**config.mk**
```make
export PLATFORM = sky130hd
export DESIGN_NAME = spindle_speed_map_ramp_controller
export DESIGN_NICKNAME = d
export VERILOG_FILES = /design/src/rtl/ssmr_pkg.sv /design/src/rtl/ssmr_front.sv /design/src/rtl/ssmr_div.sv /design/src/rtl/ssmr_core.sv /design/src/rtl/spindle_speed_map_ramp_controller.sv
export VERILOG_INCLUDE_DIRS = /design/src /design/src/rtl
export SDC_FILE = /design/constraint.sdc
export NUM_CORES = 2
export LEC_CHECK = 0
export BUFFER_PORTS_ARGS = -buffer_cell sky130_fd_sc_hd__buf_2
export CAP_MARGIN = 20
export CELL_PAD_IN_SITES_DETAIL_PLACEMENT = 0
export CELL_PAD_IN_SITES_GLOBAL_PLACEMENT = 1
export CORE_MARGIN = 2
export CORE_UTILIZATION = 37
export CTS_CLUSTER_DIAMETER = 50
export DETAILED_ROUTE_END_ITERATION = 8
export PLACE_DENSITY = 0.63
export SLEW_MARGIN = 20
export SYNTH_ARGS = -nofsm -noshare
export SYNTH_HDL_FRONTEND = slang
export SYNTH_SLANG_ARGS = --single-unit
```
**constraint.sdc**
```tcl
create_clock -name aclk -period 14 [get_ports aclk]
set_input_delay 3.5 -clock aclk [delete_from_list [all_inputs] [get_ports aclk]]
set_output_delay 3.5 -clock aclk [all_outputs]
set_load 0.01 [all_outputs]
```
**src/rtl/spindle_speed_map_ramp_controller_macros.svh**
```systemverilog
// Assertion macros shared by the spindle controller RTL.
// Define NO_ASSERTIONS to compile them out; the including module needs aclk and aresetn.
`ifndef SPINDLE_SPEED_MAP_RAMP_CONTROLLER_MACROS_SVH
`define SPINDLE_SPEED_MAP_RAMP_CONTROLLER_MACROS_SVH

`ifndef NO_ASSERTIONS

`define SSMR_ASSERT_IMP(label, ante, cons, msg) \
    label: assert property (@(posedge aclk) disable iff (!aresetn) (ante) |-> (cons)) \
        else $error(msg);

`define SSMR_ASSERT_NXT(label, ante, cons, msg) \
    label: assert property (@(posedge aclk) disable iff (!aresetn) (ante) |=> (cons)) \
        else $error(msg);

`else

`define SSMR_ASSERT_IMP(label, ante, cons, msg)

`define SSMR_ASSERT_NXT(label, ante, cons, msg)

`endif

`endif

```
**src/rtl/ssmr_pkg.sv**
```systemverilog
// Shared types, codes and small arithmetic helpers for the spindle controller.
// No dependencies; used by every RTL module of the block.
package ssmr_pkg;

    localparam int MAP_POINTS_DEF = 5;
    localparam int PT_W           = 23;
    localparam int RPM_W          = 16;
    localparam int PCT_W          = 7;
    localparam int MS_W           = 16;
    localparam int TURN_W         = 32;

    localparam int QDEPTH  = 2;
    localparam int QPTR_W  = 1;
    localparam int QCNT_W  = 2;

    localparam int DIV_NUM_W = 24;
    localparam int DIV_DEN_W = 16;
    localparam int DIV_CNT_W = 5;

    localparam int APB_ADDR_W = 5;
    localparam int APB_DATA_W = 32;
    localparam int REG_IDX_W  = 3;

    localparam logic [PCT_W-1:0] DUTY_MAX = 7'd100;
    localparam logic [9:0]       LIN_RPM_MAX = 10'd1000;

    localparam logic [2:0] ACT_TICK  = 3'd0;
    localparam logic [2:0] ACT_CMD   = 3'd1;
    localparam logic [2:0] ACT_HALL  = 3'd2;
    localparam logic [2:0] ACT_CLR   = 3'd3;
    localparam logic [2:0] ACT_BRAKE = 3'd4;

    localparam logic [1:0] MODE_OFF = 2'd0;
    localparam logic [1:0] MODE_CW  = 2'd1;
    localparam logic [1:0] MODE_CCW = 2'd2;

    localparam logic [REG_IDX_W-1:0] REG_MAP_COUNT = 3'd0;
    localparam logic [REG_IDX_W-1:0] REG_SPINUP    = 3'd1;
    localparam logic [REG_IDX_W-1:0] REG_SPINDOWN  = 3'd2;
    localparam logic [REG_IDX_W-1:0] REG_POINT0    = 3'd3;

    localparam logic [MS_W-1:0] SPINUP_RST   = 16'd1000;
    localparam logic [MS_W-1:0] SPINDOWN_RST = 16'd2000;

    typedef enum logic [2:0] {
        K_TICK  = 3'd0,
        K_RUN   = 3'd1,
        K_STOP  = 3'd2,
        K_HALL  = 3'd3,
        K_CLR   = 3'd4,
        K_BRAKE = 3'd5,
        K_NOP   = 3'd6
    } kind_t;

    typedef struct packed {
        kind_t            kind;
        logic [1:0]       mode;
        logic [RPM_W-1:0] rpm;
    } item_t;

    typedef struct packed {
        logic [2:0]      map_count;
        logic [MS_W-1:0] spinup_ms;
        logic [MS_W-1:0] spindown_ms;
    } cfg_t;

    typedef struct packed {
        logic [15:0]       pwm_level;
        logic [PCT_W-1:0]  duty_now;
        logic              direction_out;
        logic              brake_out;
        logic              ramp_busy;
        logic [1:0]        mode_now;
        logic [TURN_W-1:0] turns;
    } res_t;

    function automatic logic [PCT_W-1:0] clamp_pct(input logic [PCT_W-1:0] d);
        return (d > DUTY_MAX) ? DUTY_MAX : d;
    endfunction

    // min(rpm,1000)/10; 205/2048 is exact for values below 1029
    function automatic logic [PCT_W-1:0] lin_duty(input logic [RPM_W-1:0] rpm);
        logic [9:0]  r;
        logic [17:0] p;
        r = (rpm > 16'(LIN_RPM_MAX)) ? LIN_RPM_MAX : rpm[9:0];
        p = 18'(r) * 18'd205;
        return p[17:11];
    endfunction

    // duty*65535/100 as duty*ceil(655.35*2^11) >> 11, exact for duty up to 100
    function automatic logic [15:0] pwm_of(input logic [PCT_W-1:0] d);
        logic [27:0] p;
        p = 28'(d) * 28'd1342157;
        return p[26:11];
    endfunction

endpackage

```
**src/rtl/ssmr_front.sv**
```systemverilog
// Front end: takes input words, classifies them, and queues them for the core.
// Depends on ssmr_pkg.
module ssmr_front (
    input  logic                 aclk,
    input  logic                 aresetn,
    input  logic                 s_valid,
    output logic                 s_ready,
    input  logic [2:0]           s_action,
    input  logic [1:0]           s_command_mode,
    input  logic [15:0]          s_target_rpm,
    output ssmr_pkg::item_t      q_item,
    output logic                 q_valid,
    input  logic                 q_pop
);

    ssmr_pkg::item_t                  q_mem_reg [ssmr_pkg::QDEPTH];
    logic [ssmr_pkg::QPTR_W-1:0]      wr_ptr_reg;
    logic [ssmr_pkg::QPTR_W-1:0]      rd_ptr_reg;
    logic [ssmr_pkg::QCNT_W-1:0]      count_reg;
    logic [ssmr_pkg::QCNT_W-1:0]      count_next;
    ssmr_pkg::kind_t                  kind;
    logic                             push;

    always_comb begin
        case (s_action)
            ssmr_pkg::ACT_TICK: kind = ssmr_pkg::K_TICK;
            ssmr_pkg::ACT_CMD: begin
                if (s_command_mode == ssmr_pkg::MODE_OFF) begin
                    kind = ssmr_pkg::K_STOP;
                end else if (s_command_mode == ssmr_pkg::MODE_CW ||
                             s_command_mode == ssmr_pkg::MODE_CCW) begin
                    kind = ssmr_pkg::K_RUN;
                end else begin
                    kind = ssmr_pkg::K_NOP;
                end
            end
            ssmr_pkg::ACT_HALL:  kind = ssmr_pkg::K_HALL;
            ssmr_pkg::ACT_CLR:   kind = ssmr_pkg::K_CLR;
            ssmr_pkg::ACT_BRAKE: kind = ssmr_pkg::K_BRAKE;
            default:             kind = ssmr_pkg::K_NOP;
        endcase
    end

    assign s_ready = (count_reg != ssmr_pkg::QCNT_W'(ssmr_pkg::QDEPTH));
    assign push    = s_valid && s_ready;
    assign q_valid = (count_reg != '0);
    assign q_item  = q_mem_reg[rd_ptr_reg];

    always_comb begin
        count_next = count_reg;
        if (push && !q_pop) begin
            count_next = count_reg + 1'b1;
        end else if (!push && q_pop) begin
            count_next = count_reg - 1'b1;
        end
    end

    always_ff @(posedge aclk) begin
        if (!aresetn) begin
            wr_ptr_reg <= '0;
            rd_ptr_reg <= '0;
            count_reg  <= '0;
        end else begin
            count_reg <= count_next;
            if (push) begin
                wr_ptr_reg <= wr_ptr_reg + 1'b1;
            end
            if (q_pop) begin
                rd_ptr_reg <= rd_ptr_reg + 1'b1;
            end
        end
    end

    always_ff @(posedge aclk) begin
        if (push) begin
            q_mem_reg[wr_ptr_reg] <= '{kind: kind, mode: s_command_mode, rpm: s_target_rpm};
        end
    end

endmodule

```
**src/rtl/ssmr_div.sv**
```systemverilog
// Serial restoring divider, one quotient bit per cycle.
// Depends on ssmr_pkg for its widths; used by the core for interpolation and step wait.
module ssmr_div (
    input  logic                              aclk,
    input  logic                              aresetn,
    input  logic                              start,
    input  logic [ssmr_pkg::DIV_NUM_W-1:0]    num,
    input  logic [ssmr_pkg::DIV_DEN_W-1:0]    den,
    output logic                              done,
    output logic [ssmr_pkg::DIV_NUM_W-1:0]    quot
);

    logic [ssmr_pkg::DIV_NUM_W-1:0] quo_reg;
    logic [ssmr_pkg::DIV_DEN_W-1:0] rem_reg;
    logic [ssmr_pkg::DIV_DEN_W-1:0] den_reg;
    logic [ssmr_pkg::DIV_CNT_W-1:0] cnt_reg;
    logic                           busy_reg;
    logic                           done_reg;
    logic [ssmr_pkg::DIV_DEN_W:0]   shifted;
    logic [ssmr_pkg::DIV_DEN_W:0]   trial;
    logic                           fits;

    // remainder stays below den, so the shifted value fits one extra bit
    assign shifted = {rem_reg, quo_reg[ssmr_pkg::DIV_NUM_W-1]};
    assign fits    = (shifted >= {1'b0, den_reg});
    assign trial   = shifted - {1'b0, den_reg};

    assign done = done_reg;
    assign quot = quo_reg;

    always_ff @(posedge aclk) begin
        if (!aresetn) begin
            busy_reg <= 1'b0;
            done_reg <= 1'b0;
            cnt_reg  <= '0;
        end else begin
            done_reg <= busy_reg && (cnt_reg == ssmr_pkg::DIV_CNT_W'(1));
            if (start) begin
                busy_reg <= 1'b1;
                cnt_reg  <= ssmr_pkg::DIV_CNT_W'(ssmr_pkg::DIV_NUM_W);
            end else if (busy_reg) begin
                cnt_reg <= cnt_reg - 1'b1;
                if (cnt_reg == ssmr_pkg::DIV_CNT_W'(1)) begin
                    busy_reg <= 1'b0;
                end
            end
        end
    end

    always_ff @(posedge aclk) begin
        if (start) begin
            quo_reg <= num;
            rem_reg <= '0;
            den_reg <= den;
        end else if (busy_reg) begin
            quo_reg <= {quo_reg[ssmr_pkg::DIV_NUM_W-2:0], fits};
            rem_reg <= fits ? trial[ssmr_pkg::DIV_DEN_W-1:0]
                            : shifted[ssmr_pkg::DIV_DEN_W-1:0];
        end
    end

endmodule

```
**src/rtl/ssmr_core.sv**
```systemverilog
// Back end: executes queued words, maps rpm to duty, runs the ramp and holds the result word.
// Depends on ssmr_pkg, ssmr_div and the assertion macro header.
`include "spindle_speed_map_ramp_controller_macros.svh"

module ssmr_core #(
    parameter int MAP_POINTS = ssmr_pkg::MAP_POINTS_DEF,
    parameter int PT_IDX_W   = (MAP_POINTS > 1) ? $clog2(MAP_POINTS) : 1
) (
    input  logic                        aclk,
    input  logic                        aresetn,
    input  ssmr_pkg::item_t             q_item,
    input  logic                        q_valid,
    output logic                        q_pop,
    input  ssmr_pkg::cfg_t              cfg,
    output logic [PT_IDX_W-1:0]         pt_addr,
    input  logic [ssmr_pkg::PT_W-1:0]   pt_rdata,
    output ssmr_pkg::res_t              m_res,
    output logic                        m_valid,
    input  logic                        m_ready
);

    typedef enum logic [9:0] {
        S_IDLE     = 10'b0000000001,
        S_EXEC     = 10'b0000000010,
        S_MAP      = 10'b0000000100,
        S_SCAN_RD  = 10'b0000001000,
        S_SCAN_CMP = 10'b0000010000,
        S_MUL      = 10'b0000100000,
        S_MDIV     = 10'b0001000000,
        S_START    = 10'b0010000000,
        S_SDIV     = 10'b0100000000,
        S_EMIT     = 10'b1000000000
    } state_t;

    localparam logic [2:0] NPTS = 3'(MAP_POINTS);

    state_t                           state_reg;

    // ramp and output state
    logic [ssmr_pkg::PCT_W-1:0]       duty_reg;
    logic [ssmr_pkg::PCT_W-1:0]       goal_duty_reg;
    logic [ssmr_pkg::MS_W-1:0]        step_wait_reg;
    logic [ssmr_pkg::MS_W-1:0]        wait_count_reg;
    logic                             ramping_reg;
    logic                             brake_after_reg;
    logic [1:0]                       mode_reg;
    logic                             dir_reg;
    logic                             brake_reg;
    logic [ssmr_pkg::TURN_W-1:0]      turn_reg;
    logic                             m_valid_reg;

    // working registers of one word
    ssmr_pkg::item_t                  item_reg;
    logic [2:0]                       idx_reg;
    logic [ssmr_pkg::PT_W-1:0]        prev_reg;
    logic signed [24:0]               prod_reg;
    logic [ssmr_pkg::RPM_W-1:0]       span_abs_reg;
    logic                             span_neg_reg;
    logic [ssmr_pkg::PCT_W-1:0]       d0_reg;
    logic [ssmr_pkg::PCT_W-1:0]       goal_reg;
    ssmr_pkg::res_t                   res_reg;

    logic [2:0]                       n_pts;
    logic [ssmr_pkg::MS_W-1:0]        wc;
    logic [ssmr_pkg::RPM_W-1:0]       cur_rpm;
    logic [ssmr_pkg::PCT_W-1:0]       cur_duty;
    logic [ssmr_pkg::RPM_W-1:0]       prev_rpm;
    logic [ssmr_pkg::PCT_W-1:0]       prev_duty;
    logic signed [16:0]               span;
    logic signed [16:0]               rpm_diff;
    logic signed [7:0]                duty_diff;
    logic signed [24:0]               prod_c;
    logic signed [24:0]               prod_abs;
    logic signed [24:0]               q_signed;
    logic signed [24:0]               interp;
    logic [ssmr_pkg::PCT_W-1:0]       interp_pct;
    logic [ssmr_pkg::MS_W-1:0]        ramp_ms;
    logic [ssmr_pkg::PCT_W-1:0]       steps;
    logic                             is_stop;
    logic                             slot_free;

    logic                             div_start;
    logic [ssmr_pkg::DIV_NUM_W-1:0]   div_num;
    logic [ssmr_pkg::DIV_DEN_W-1:0]   div_den;
    logic                             div_done;
    logic [ssmr_pkg::DIV_NUM_W-1:0]   div_quot;

    assign n_pts     = (cfg.map_count > NPTS) ? NPTS : cfg.map_count;
    assign pt_addr   = idx_reg[PT_IDX_W-1:0];
    assign slot_free = !m_valid_reg || m_ready;
    assign q_pop     = (state_reg == S_IDLE) && q_valid && slot_free;
    assign m_valid   = m_valid_reg;
    assign m_res     = res_reg;

    assign wc = (wait_count_reg != '0) ? (wait_count_reg - 1'b1) : '0;

    assign cur_rpm   = pt_rdata[15:0];
    assign cur_duty  = pt_rdata[22:16];
    assign prev_rpm  = prev_reg[15:0];
    assign prev_duty = prev_reg[22:16];
    assign span      = $signed({1'b0, cur_rpm}) - $signed({1'b0, prev_rpm});
    assign rpm_diff  = $signed({1'b0, item_reg.rpm}) - $signed({1'b0, prev_rpm});
    assign duty_diff = $signed({1'b0, cur_duty}) - $signed({1'b0, prev_duty});
    assign prod_c    = 25'(duty_diff) * 25'(rpm_diff);
    assign prod_abs  = prod_reg[24] ? -prod_reg : prod_reg;

    // truncation toward zero: divide magnitudes, then restore the sign
    assign q_signed  = (prod_reg[24] ^ span_neg_reg) ? -$signed({1'b0, div_quot})
                                                     : $signed({1'b0, div_quot});
    assign interp    = $signed({18'd0, d0_reg}) + q_signed;
    assign interp_pct = interp[24] ? '0 :
                        (interp > 25'sd100) ? ssmr_pkg::DUTY_MAX : interp[6:0];

    assign is_stop = (item_reg.kind == ssmr_pkg::K_STOP);
    assign ramp_ms = is_stop ? cfg.spindown_ms : cfg.spinup_ms;
    assign steps   = (duty_reg > goal_reg) ? (duty_reg - goal_reg) : (goal_reg - duty_reg);

    assign div_start = (state_reg == S_MUL) ||
                       ((state_reg == S_START) && (steps != '0) && (ramp_ms != '0));
    assign div_num   = (state_reg == S_MUL) ? prod_abs[23:0]
                                            : ssmr_pkg::DIV_NUM_W'(ramp_ms);
    assign div_den   = (state_reg == S_MUL) ? span_abs_reg
                                            : ssmr_pkg::DIV_DEN_W'(steps);

    ssmr_div u_div (
        .aclk    (aclk),
        .aresetn (aresetn),
        .start   (div_start),
        .num     (div_num),
        .den     (div_den),
        .done    (div_done),
        .quot    (div_quot)
    );

    always_ff @(posedge aclk) begin
        if (!aresetn) begin
            state_reg       <= S_IDLE;
            duty_reg        <= '0;
            goal_duty_reg   <= '0;
            step_wait_reg   <= '0;
            wait_count_reg  <= '0;
            ramping_reg     <= 1'b0;
            brake_after_reg <= 1'b0;
            mode_reg        <= ssmr_pkg::MODE_OFF;
            dir_reg         <= 1'b0;
            brake_reg       <= 1'b1;
            turn_reg        <= '0;
            m_valid_reg     <= 1'b0;
        end else begin
            if (m_valid_reg && m_ready) begin
                m_valid_reg <= 1'b0;
            end
            case (state_reg)
                S_IDLE: begin
                    if (q_pop) begin
                        state_reg <= S_EXEC;
                    end
                end
                S_EXEC: begin
                    state_reg <= S_EMIT;
                    case (item_reg.kind)
                        ssmr_pkg::K_TICK: begin
                            if (ramping_reg) begin
                                if (wc == '0) begin
                                    if (duty_reg == goal_duty_reg) begin
                                        ramping_reg     <= 1'b0;
                                        wait_count_reg  <= '0;
                                        brake_after_reg <= 1'b0;
                                        if (brake_after_reg) begin
                                            brake_reg <= 1'b1;
                                        end
                                    end else begin
                                        duty_reg <= (duty_reg < goal_duty_reg) ?
                                                    duty_reg + 1'b1 : duty_reg - 1'b1;
                                        wait_count_reg <= step_wait_reg;
                                    end
                                end else begin
                                    wait_count_reg <= wc;
                                end
                            end
                        end
                        ssmr_pkg::K_RUN: begin
                            mode_reg  <= item_reg.mode;
                            brake_reg <= 1'b0;
                            dir_reg   <= (item_reg.mode == ssmr_pkg::MODE_CW);
                            state_reg <= S_MAP;
                        end
                        ssmr_pkg::K_STOP: begin
                            mode_reg  <= ssmr_pkg::MODE_OFF;
                            state_reg <= S_START;
                        end
                        ssmr_pkg::K_HALL: turn_reg <= turn_reg + 1'b1;
                        ssmr_pkg::K_CLR:  turn_reg <= '0;
                        ssmr_pkg::K_BRAKE: begin
                            duty_reg        <= '0;
                            goal_duty_reg   <= '0;
                            brake_reg       <= 1'b1;
                            ramping_reg     <= 1'b0;
                            brake_after_reg <= 1'b0;
                            wait_count_reg  <= '0;
                        end
                        default: ;
                    endcase
                end
                S_MAP: begin
                    if (n_pts == '0 || item_reg.rpm == '0 || n_pts == 3'd1) begin
                        state_reg <= S_START;
                    end else begin
                        state_reg <= S_SCAN_RD;
                    end
                end
                S_SCAN_RD: state_reg <= S_SCAN_CMP;
                S_SCAN_CMP: begin
                    if (item_reg.rpm <= cur_rpm) begin
                        state_reg <= (span == '0) ? S_START : S_MUL;
                    end else if (idx_reg == n_pts - 1'b1) begin
                        state_reg <= S_START;
                    end else begin
                        state_reg <= S_SCAN_RD;
                    end
                end
                S_MUL: state_reg <= S_MDIV;
                S_MDIV: begin
                    if (div_done) begin
                        state_reg <= S_START;
                    end
                end
                S_START: begin
                    goal_duty_reg   <= goal_reg;
                    brake_after_reg <= is_stop;
                    if (steps == '0 || ramp_ms == '0) begin
                        duty_reg        <= goal_reg;
                        ramping_reg     <= 1'b0;
                        wait_count_reg  <= '0;
                        brake_after_reg <= 1'b0;
                        if (is_stop) begin
                            brake_reg <= 1'b1;
                        end
                        state_reg <= S_EMIT;
                    end else begin
                        state_reg <= S_SDIV;
                    end
                end
                S_SDIV: begin
                    if (div_done) begin
                        state_reg <= S_EMIT;
                        if (div_quot == '0) begin
                            // ramp time shorter than the step count: jump at once
                            duty_reg        <= goal_duty_reg;
                            ramping_reg     <= 1'b0;
                            wait_count_reg  <= '0;
                            brake_after_reg <= 1'b0;
                            if (brake_after_reg) begin
                                brake_reg <= 1'b1;
                            end
                        end else begin
                            step_wait_reg  <= div_quot[ssmr_pkg::MS_W-1:0];
                            wait_count_reg <= div_quot[ssmr_pkg::MS_W-1:0];
                            ramping_reg    <= 1'b1;
                        end
                    end
                end
                S_EMIT: begin
                    m_valid_reg <= 1'b1;
                    state_reg   <= S_IDLE;
                end
                default: state_reg <= S_IDLE;
            endcase
        end
    end

    always_ff @(posedge aclk) begin
        case (state_reg)
            S_IDLE: begin
                if (q_pop) begin
                    item_reg <= q_item;
                    idx_reg  <= '0;
                end
            end
            S_EXEC: begin
                goal_reg <= '0;
            end
            S_MAP: begin
                // point zero has been read during the previous cycle
                prev_reg <= pt_rdata;
                idx_reg  <= 3'd1;
                if (n_pts == '0) begin
                    goal_reg <= ssmr_pkg::lin_duty(item_reg.rpm);
                end else begin
                    goal_reg <= ssmr_pkg::clamp_pct(cur_duty);
                end
            end
            S_SCAN_CMP: begin
                if (item_reg.rpm <= cur_rpm) begin
                    goal_reg     <= ssmr_pkg::clamp_pct(prev_duty);
                    prod_reg     <= prod_c;
                    span_neg_reg <= span[16];
                    span_abs_reg <= span[16] ? 16'(-span) : span[15:0];
                    d0_reg       <= prev_duty;
                end else begin
                    goal_reg <= ssmr_pkg::clamp_pct(cur_duty);
                    prev_reg <= pt_rdata;
                    idx_reg  <= idx_reg + 1'b1;
                end
            end
            S_MDIV: begin
                if (div_done) begin
                    goal_reg <= interp_pct;
                end
            end
            S_EMIT: begin
                res_reg.pwm_level     <= ssmr_pkg::pwm_of(duty_reg);
                res_reg.duty_now      <= duty_reg;
                res_reg.direction_out <= dir_reg;
                res_reg.brake_out     <= brake_reg;
                res_reg.ramp_busy     <= ramping_reg;
                res_reg.mode_now      <= mode_reg;
                res_reg.turns         <= turn_reg;
            end
            default: ;
        endcase
    end

    `SSMR_ASSERT_IMP(a_duty_range, 1'b1, duty_reg <= ssmr_pkg::DUTY_MAX, "duty above 100")
    `SSMR_ASSERT_IMP(a_ramp_wait, ramping_reg, step_wait_reg != '0 && wait_count_reg != '0 && wait_count_reg <= step_wait_reg, "ramp wait counter out of range")
    `SSMR_ASSERT_IMP(a_ramp_no_brake, ramping_reg, !brake_reg, "brake engaged while ramping")
    `SSMR_ASSERT_IMP(a_div_owner, div_done, state_reg == S_MDIV || state_reg == S_SDIV, "divider result with no waiting state")
    `SSMR_ASSERT_NXT(a_emit_valid, state_reg == S_EMIT, m_valid_reg, "result word not presented")

endmodule

```
**src/rtl/spindle_speed_map_ramp_controller.sv**
```systemverilog
// Top level of the spindle speed map and ramp controller: APB registers, map point store,
// front queue and execution core. Depends on ssmr_pkg, ssmr_front and ssmr_core.
//
//  channel   direction  handshake          payload
//  s_        in         s_valid/s_ready    s_action, s_command_mode, s_target_rpm
//  m_        out        m_valid/m_ready    m_pwm_level .. m_turns (one word per input)
//  apb       in         psel/penable       paddr, pwdata, prdata (pready tied high)
//
// Tick, hall, reset-turns and brake words pass via S_EXEC and S_EMIT to the result register.
// A mode command may also scan the map points and run up to two serial divides
// (interpolation and step wait each use the shared 24-step divider).
// Reset needs no clearing pass; map points read as zero until written (valid bits).
// The front queue holds two words; the core stalls while the result register is full.
module spindle_speed_map_ramp_controller #(
    parameter int MAP_POINTS = ssmr_pkg::MAP_POINTS_DEF
) (
    input  logic                                aclk,
    input  logic                                aresetn,

    input  logic                                s_valid,
    output logic                                s_ready,
    input  logic [2:0]                          s_action,
    input  logic [1:0]                          s_command_mode,
    input  logic [15:0]                         s_target_rpm,

    output logic                                m_valid,
    input  logic                                m_ready,
    output logic [15:0]                         m_pwm_level,
    output logic [6:0]                          m_duty_now,
    output logic                                m_direction_out,
    output logic                                m_brake_out,
    output logic                                m_ramp_busy,
    output logic [1:0]                          m_mode_now,
    output logic [31:0]                         m_turns,

    input  logic                                psel,
    input  logic                                penable,
    input  logic                                pwrite,
    input  logic [ssmr_pkg::APB_ADDR_W-1:0]     paddr,
    input  logic [ssmr_pkg::APB_DATA_W-1:0]     pwdata,
    output logic [ssmr_pkg::APB_DATA_W-1:0]     prdata,
    output logic                                pready
);

    localparam int PT_IDX_W = (MAP_POINTS > 1) ? $clog2(MAP_POINTS) : 1;

    logic [2:0]                       map_count_reg;
    logic [ssmr_pkg::MS_W-1:0]        spinup_reg;
    logic [ssmr_pkg::MS_W-1:0]        spindown_reg;
    logic [ssmr_pkg::PT_W-1:0]        pt_mem [MAP_POINTS];
    logic [MAP_POINTS-1:0]            pt_valid_reg;
    logic [ssmr_pkg::PT_W-1:0]        pt_core_data_reg;
    logic                             pt_core_vld_reg;
    logic [ssmr_pkg::PT_W-1:0]        pt_apb_data_reg;
    logic                             pt_apb_vld_reg;

    logic [ssmr_pkg::REG_IDX_W-1:0]   reg_idx;
    logic [ssmr_pkg::REG_IDX_W-1:0]   pt_off;
    logic                             pt_in_range;
    logic [PT_IDX_W-1:0]              apb_pt_addr;
    logic                             wr_en;

    ssmr_pkg::item_t                  q_item;
    logic                             q_valid;
    logic                             q_pop;
    ssmr_pkg::cfg_t                   cfg;
    logic [PT_IDX_W-1:0]              pt_addr;
    logic [ssmr_pkg::PT_W-1:0]        pt_rdata;
    ssmr_pkg::res_t                   res;

    assign pready      = 1'b1;
    assign wr_en       = psel && penable && pwrite;
    assign reg_idx     = paddr[ssmr_pkg::APB_ADDR_W-1:2];
    assign pt_off      = reg_idx - ssmr_pkg::REG_POINT0;
    assign pt_in_range = (reg_idx >= ssmr_pkg::REG_POINT0) &&
                         (pt_off < ssmr_pkg::REG_IDX_W'(MAP_POINTS));
    assign apb_pt_addr = pt_in_range ? pt_off[PT_IDX_W-1:0] : '0;

    always_ff @(posedge aclk) begin
        if (!aresetn) begin
            map_count_reg   <= '0;
            spinup_reg      <= ssmr_pkg::SPINUP_RST;
            spindown_reg    <= ssmr_pkg::SPINDOWN_RST;
            pt_valid_reg    <= '0;
            pt_core_vld_reg <= 1'b0;
            pt_apb_vld_reg  <= 1'b0;
        end else begin
            pt_core_vld_reg <= pt_valid_reg[pt_addr];
            pt_apb_vld_reg  <= pt_valid_reg[apb_pt_addr] && pt_in_range;
            if (wr_en) begin
                case (reg_idx)
                    ssmr_pkg::REG_MAP_COUNT: map_count_reg <= pwdata[2:0];
                    ssmr_pkg::REG_SPINUP:    spinup_reg    <= pwdata[15:0];
                    ssmr_pkg::REG_SPINDOWN:  spindown_reg  <= pwdata[15:0];
                    default: begin
                        if (pt_in_range) begin
                            pt_valid_reg[apb_pt_addr] <= 1'b1;
                        end
                    end
                endcase
            end
        end
    end

    // map point store: one write port, registered reads for the core and the APB side
    always_ff @(posedge aclk) begin
        if (wr_en && pt_in_range) begin
            pt_mem[apb_pt_addr] <= pwdata[ssmr_pkg::PT_W-1:0];
        end
        pt_core_data_reg <= pt_mem[pt_addr];
        pt_apb_data_reg  <= pt_mem[apb_pt_addr];
    end

    assign pt_rdata = pt_core_vld_reg ? pt_core_data_reg : '0;

    always_comb begin
        case (reg_idx)
            ssmr_pkg::REG_MAP_COUNT: prdata = ssmr_pkg::APB_DATA_W'(map_count_reg);
            ssmr_pkg::REG_SPINUP:    prdata = ssmr_pkg::APB_DATA_W'(spinup_reg);
            ssmr_pkg::REG_SPINDOWN:  prdata = ssmr_pkg::APB_DATA_W'(spindown_reg);
            default: prdata = pt_apb_vld_reg ? ssmr_pkg::APB_DATA_W'(pt_apb_data_reg) : '0;
        endcase
    end

    assign cfg = '{map_count: map_count_reg, spinup_ms: spinup_reg, spindown_ms: spindown_reg};

    ssmr_front u_front (
        .aclk           (aclk),
        .aresetn        (aresetn),
        .s_valid        (s_valid),
        .s_ready        (s_ready),
        .s_action       (s_action),
        .s_command_mode (s_command_mode),
        .s_target_rpm   (s_target_rpm),
        .q_item         (q_item),
        .q_valid        (q_valid),
        .q_pop          (q_pop)
    );

    ssmr_core #(
        .MAP_POINTS (MAP_POINTS),
        .PT_IDX_W   (PT_IDX_W)
    ) u_core (
        .aclk     (aclk),
        .aresetn  (aresetn),
        .q_item   (q_item),
        .q_valid  (q_valid),
        .q_pop    (q_pop),
        .cfg      (cfg),
        .pt_addr  (pt_addr),
        .pt_rdata (pt_rdata),
        .m_res    (res),
        .m_valid  (m_valid),
        .m_ready  (m_ready)
    );

    assign m_pwm_level     = res.pwm_level;
    assign m_duty_now      = res.duty_now;
    assign m_direction_out = res.direction_out;
    assign m_brake_out     = res.brake_out;
    assign m_ramp_busy     = res.ramp_busy;
    assign m_mode_now      = res.mode_now;
    assign m_turns         = res.turns;

endmodule
```
==> impl_results.md <==
- Run status: completed
- Layout Skew: 0.0354 ns
- DRC viols: 0
- Average wire length per cell after detail routing: 19.4 um
- Worst-margin pin slew: 1.02 ns
- Placement Rows: 117
- Clock latency reported for the late side of the worst-skew pair: 0.66 ns
- Setup repair after global routing missed its margin: no
- Unique masters post-synth: 88
- Startpoint kind of the worst setup timing path: input pin
- Quantity of hold-fixing buffers added after cts: 0
- Sequential fraction of the synthesis area: 39.8%
- Number of antenna violations at the first check in global routing: 3
- Main area contributors after synthesis: edfxtp_1 (29%), dfxtp_1 (11%), ha_1 (9.2%)
- CTS tree: yes
- Clk slew on worst S/H paths: roughly 0.05 ns
- Cell at the root of the clock tree: clkbuf_16
- Number of max-slew violations in the final report: 0
- Post-layout instance area: 42700 um^2
- Number of buffers on the longest clock path: 3
- Post-CTS repair timing setup buffer count: 0
- Diodes inserted: 0
- Die Wd: between 300 and 400 um
- Critical path capture point type: output port
- Proportion of synthesized flip-flops having asynchronous set or reset: 0%
- Maximum achievable frequency: 0.104 GHz
- Core box area: 101000 um^2
- Number of nets in the finished design: 4364
- Syn avg cell area: 10.1 um^2
- Post-DRT Antenna Nets: 0
- Quantity of gates resized following cts: 0
- Mapped cell area: 37700 um^2
- Inst Count DP: 5143
- Minimum period implied by the final worst setup slack: around 9.6 ns
- YS warnings: 0
- Kind of path behind the tightest hold check: reg -> reg
- Initial core utilization: around 37%
- Share of the clock period used by the worst path: 68.7%
- Relative slew slack: 31.5%
- Routability congestion estimate from global placement: 0.865
- Series of cell instances along the critical path: buf_2, buf_4, inv_1, ha_1, nor3_1, o21a_1, nand2_1, o21ai_0, buf_2
- Required time worst endpoint: 10.50 ns
- Fraction of layout cells with a size suffix above 1: 11.5%
- First-pass iteration count of the detailed router: 9
- Total number of H-tree levels: 3
- Count of port buffers added during placement: 138
- Cell taking the most area after synthesis: edfxtp_1
- Number of maximum-capacitance violations: 0
- Predominant post-synthesis flop cell: edfxtp_1
- Critical Path AT: 6.12 ns
- Crit-path max cell delay: 0.66 ns
- Crit path buf inv count: 4
- Die height: ~320 um
- Remaining global-route overflow: 0
- Total power of the final layout: 7.74 mW
- Instance count of the mapped netlist: approximately 3700
- Post-route worst hold slack: 0.432 ns
- Largest net degree at the start of global routing: 74
- Clock sinks: 570
- Start-to-end type of the worst setup path: in -> out
- Vias per cell: 5.16
- Total routed wirelength: 103 mm
- DR iter-0 viols: 1959
- Overall fraction of global-route tracks in use: 19.9%
- Total count of hold-check failures in the final report: 0
- Dominant delay contributor by cell family on the critical path: buffers and inverters
- Cell area after placement: 39900 um^2
- Slowest CP cell: o21a_1
- Share of the synthesized area in the top cell type: 28.7%
- I/O pin count: 160
- Count of flip-flops with a built-in enable after synthesis: 360
- Final sum of negative setup slack: 0 ns
- Final std cells w/o fill: 5295
- Number of setup violations in the final report: 0
- Die Area: ~100000 um^2
- Area growth, synth to finish: 13.2%
- Half-perimeter wire length after placement: 77.2 mm
- CTS buffer count: 82
- Routed vias: approximately 27000
- Flip-flop and latch count after synthesis: 570
- Global-route wire length before repair: between 150 and 200 mm
- Worst-path maximum fanout: 30
- Max FFs per register: approximately 120
- Standby leakage power: 17.8 nW
- Cell type with the highest occurrence count on the critical path: buf_2
- Peak ir drop on the vdd network: 0.000205 V
- PD cells: 181 nW/um^2
- Number of global-route vias before repair: about 27000
-- cell type report --
| type | count | area (um^2) |
|---|---|---|
| multi-input cells | 2619 | 20600 |
| repair buffers | 176 | 978 |
| flip-flops and latches | 570 | 15000 |
| fillers | 9926 | 58800 |
| clock inverters | 50 | 583 |
| clock buffers | 102 | 2210 |
| inverters | 410 | 1540 |
| well taps | 1368 | 1710 |
-- layer usage --
metal	vias to the layer above	share of wire (%)	GRT usage, %	wire length, um
met5	-	0	0	0
met4	0	2.8	6.04	2840
met3	141	5.0	3.14	5180
met2	630	44	31.5	45700
met1	13158	48	27.9	49100
li1	13377	-	-	-
-- worst paths after layout --
kind	start	depth (start not counted)	to	slack [ns]
max	paddr[2]	9	prdata[1]	4.38
min reg2reg	u_core.mode_reg[0]	0	u_core.m_res[32]	0.43
min	u_core.mode_reg[0]	0	u_core.m_res[32]	0.43
max reg2reg	u_core.item_reg[1]	28	u_core.prod_reg[24]	6.03
-- power breakdown --
part	total (mW)	leakage [nW]	switching (mW)	internal (mW)
clock	2.10	1.36	0.828	1.28
combinational	3.46	11.6	2.06	1.40
sequential	2.17	4.87	0.133	2.04
-- cell usage after synthesis, types with 28 or more instances --
cell      number
inv_1        409
edfxtp_1     360
nand2_1      326
nor2_1       310
ha_1         278
dfxtp_1      210
o21ai_0      169
fa_1         162
xnor2_1      129
a21oi_1      119
clkbuf_1     119
xor2_1        80
nand3_1       72
mux2i_1       71
nor2b_1       68
nor3_1        62
and2_1        56
mux2_2        53
a21boi_0      49
or3_1         46
a31oi_1       39
nand2b_1      36
a221o_1       33
o21a_1        33
a21o_1        32
and3_1        29
nand4_1       28
-- through the flow --
step / util (%) / setup WS [ns]
3_3_place_gp: 39.3 / 4.42
6_report: 42.1 / 4.38
2_1_floorplan: - / 5.29
3_5_place_dp: 39.3 / 4.37
5_1_grt: 42.1 / 4.19
4_1_cts: 42.1 / 4.38
-- kinds of logic after synthesis --
| family | count (synthesis) | synth area share (%) |
|---|---|---|
| AND/OR/NAND/NOR | 1146 | 14.8 |
| AO/OA/AOI/OAI | 664 | 12.0 |
| flip-flops | 570 | 39.8 |
| buffers and inverters | 562 | 5.74 |
| adder cells (fa/ha/maj) | 442 | 17.9 |
| XOR/XNOR | 209 | 4.86 |
| multiplexers | 148 | 4.90 |
| other | 2 | 0.0199 |
-- placed cells by master (no fill, tap or decap), types with 127 or more instances in the layout --
cell,n
dfxtp_1,210
ha_1,278
fa_1,162
o21ai_0,169
buf_2,137
nand2_1,325
nor2_1,308
xnor2_1,127
inv_1,409
edfxtp_1,360
No activity file was read; power rests on OpenSTA's default activity.
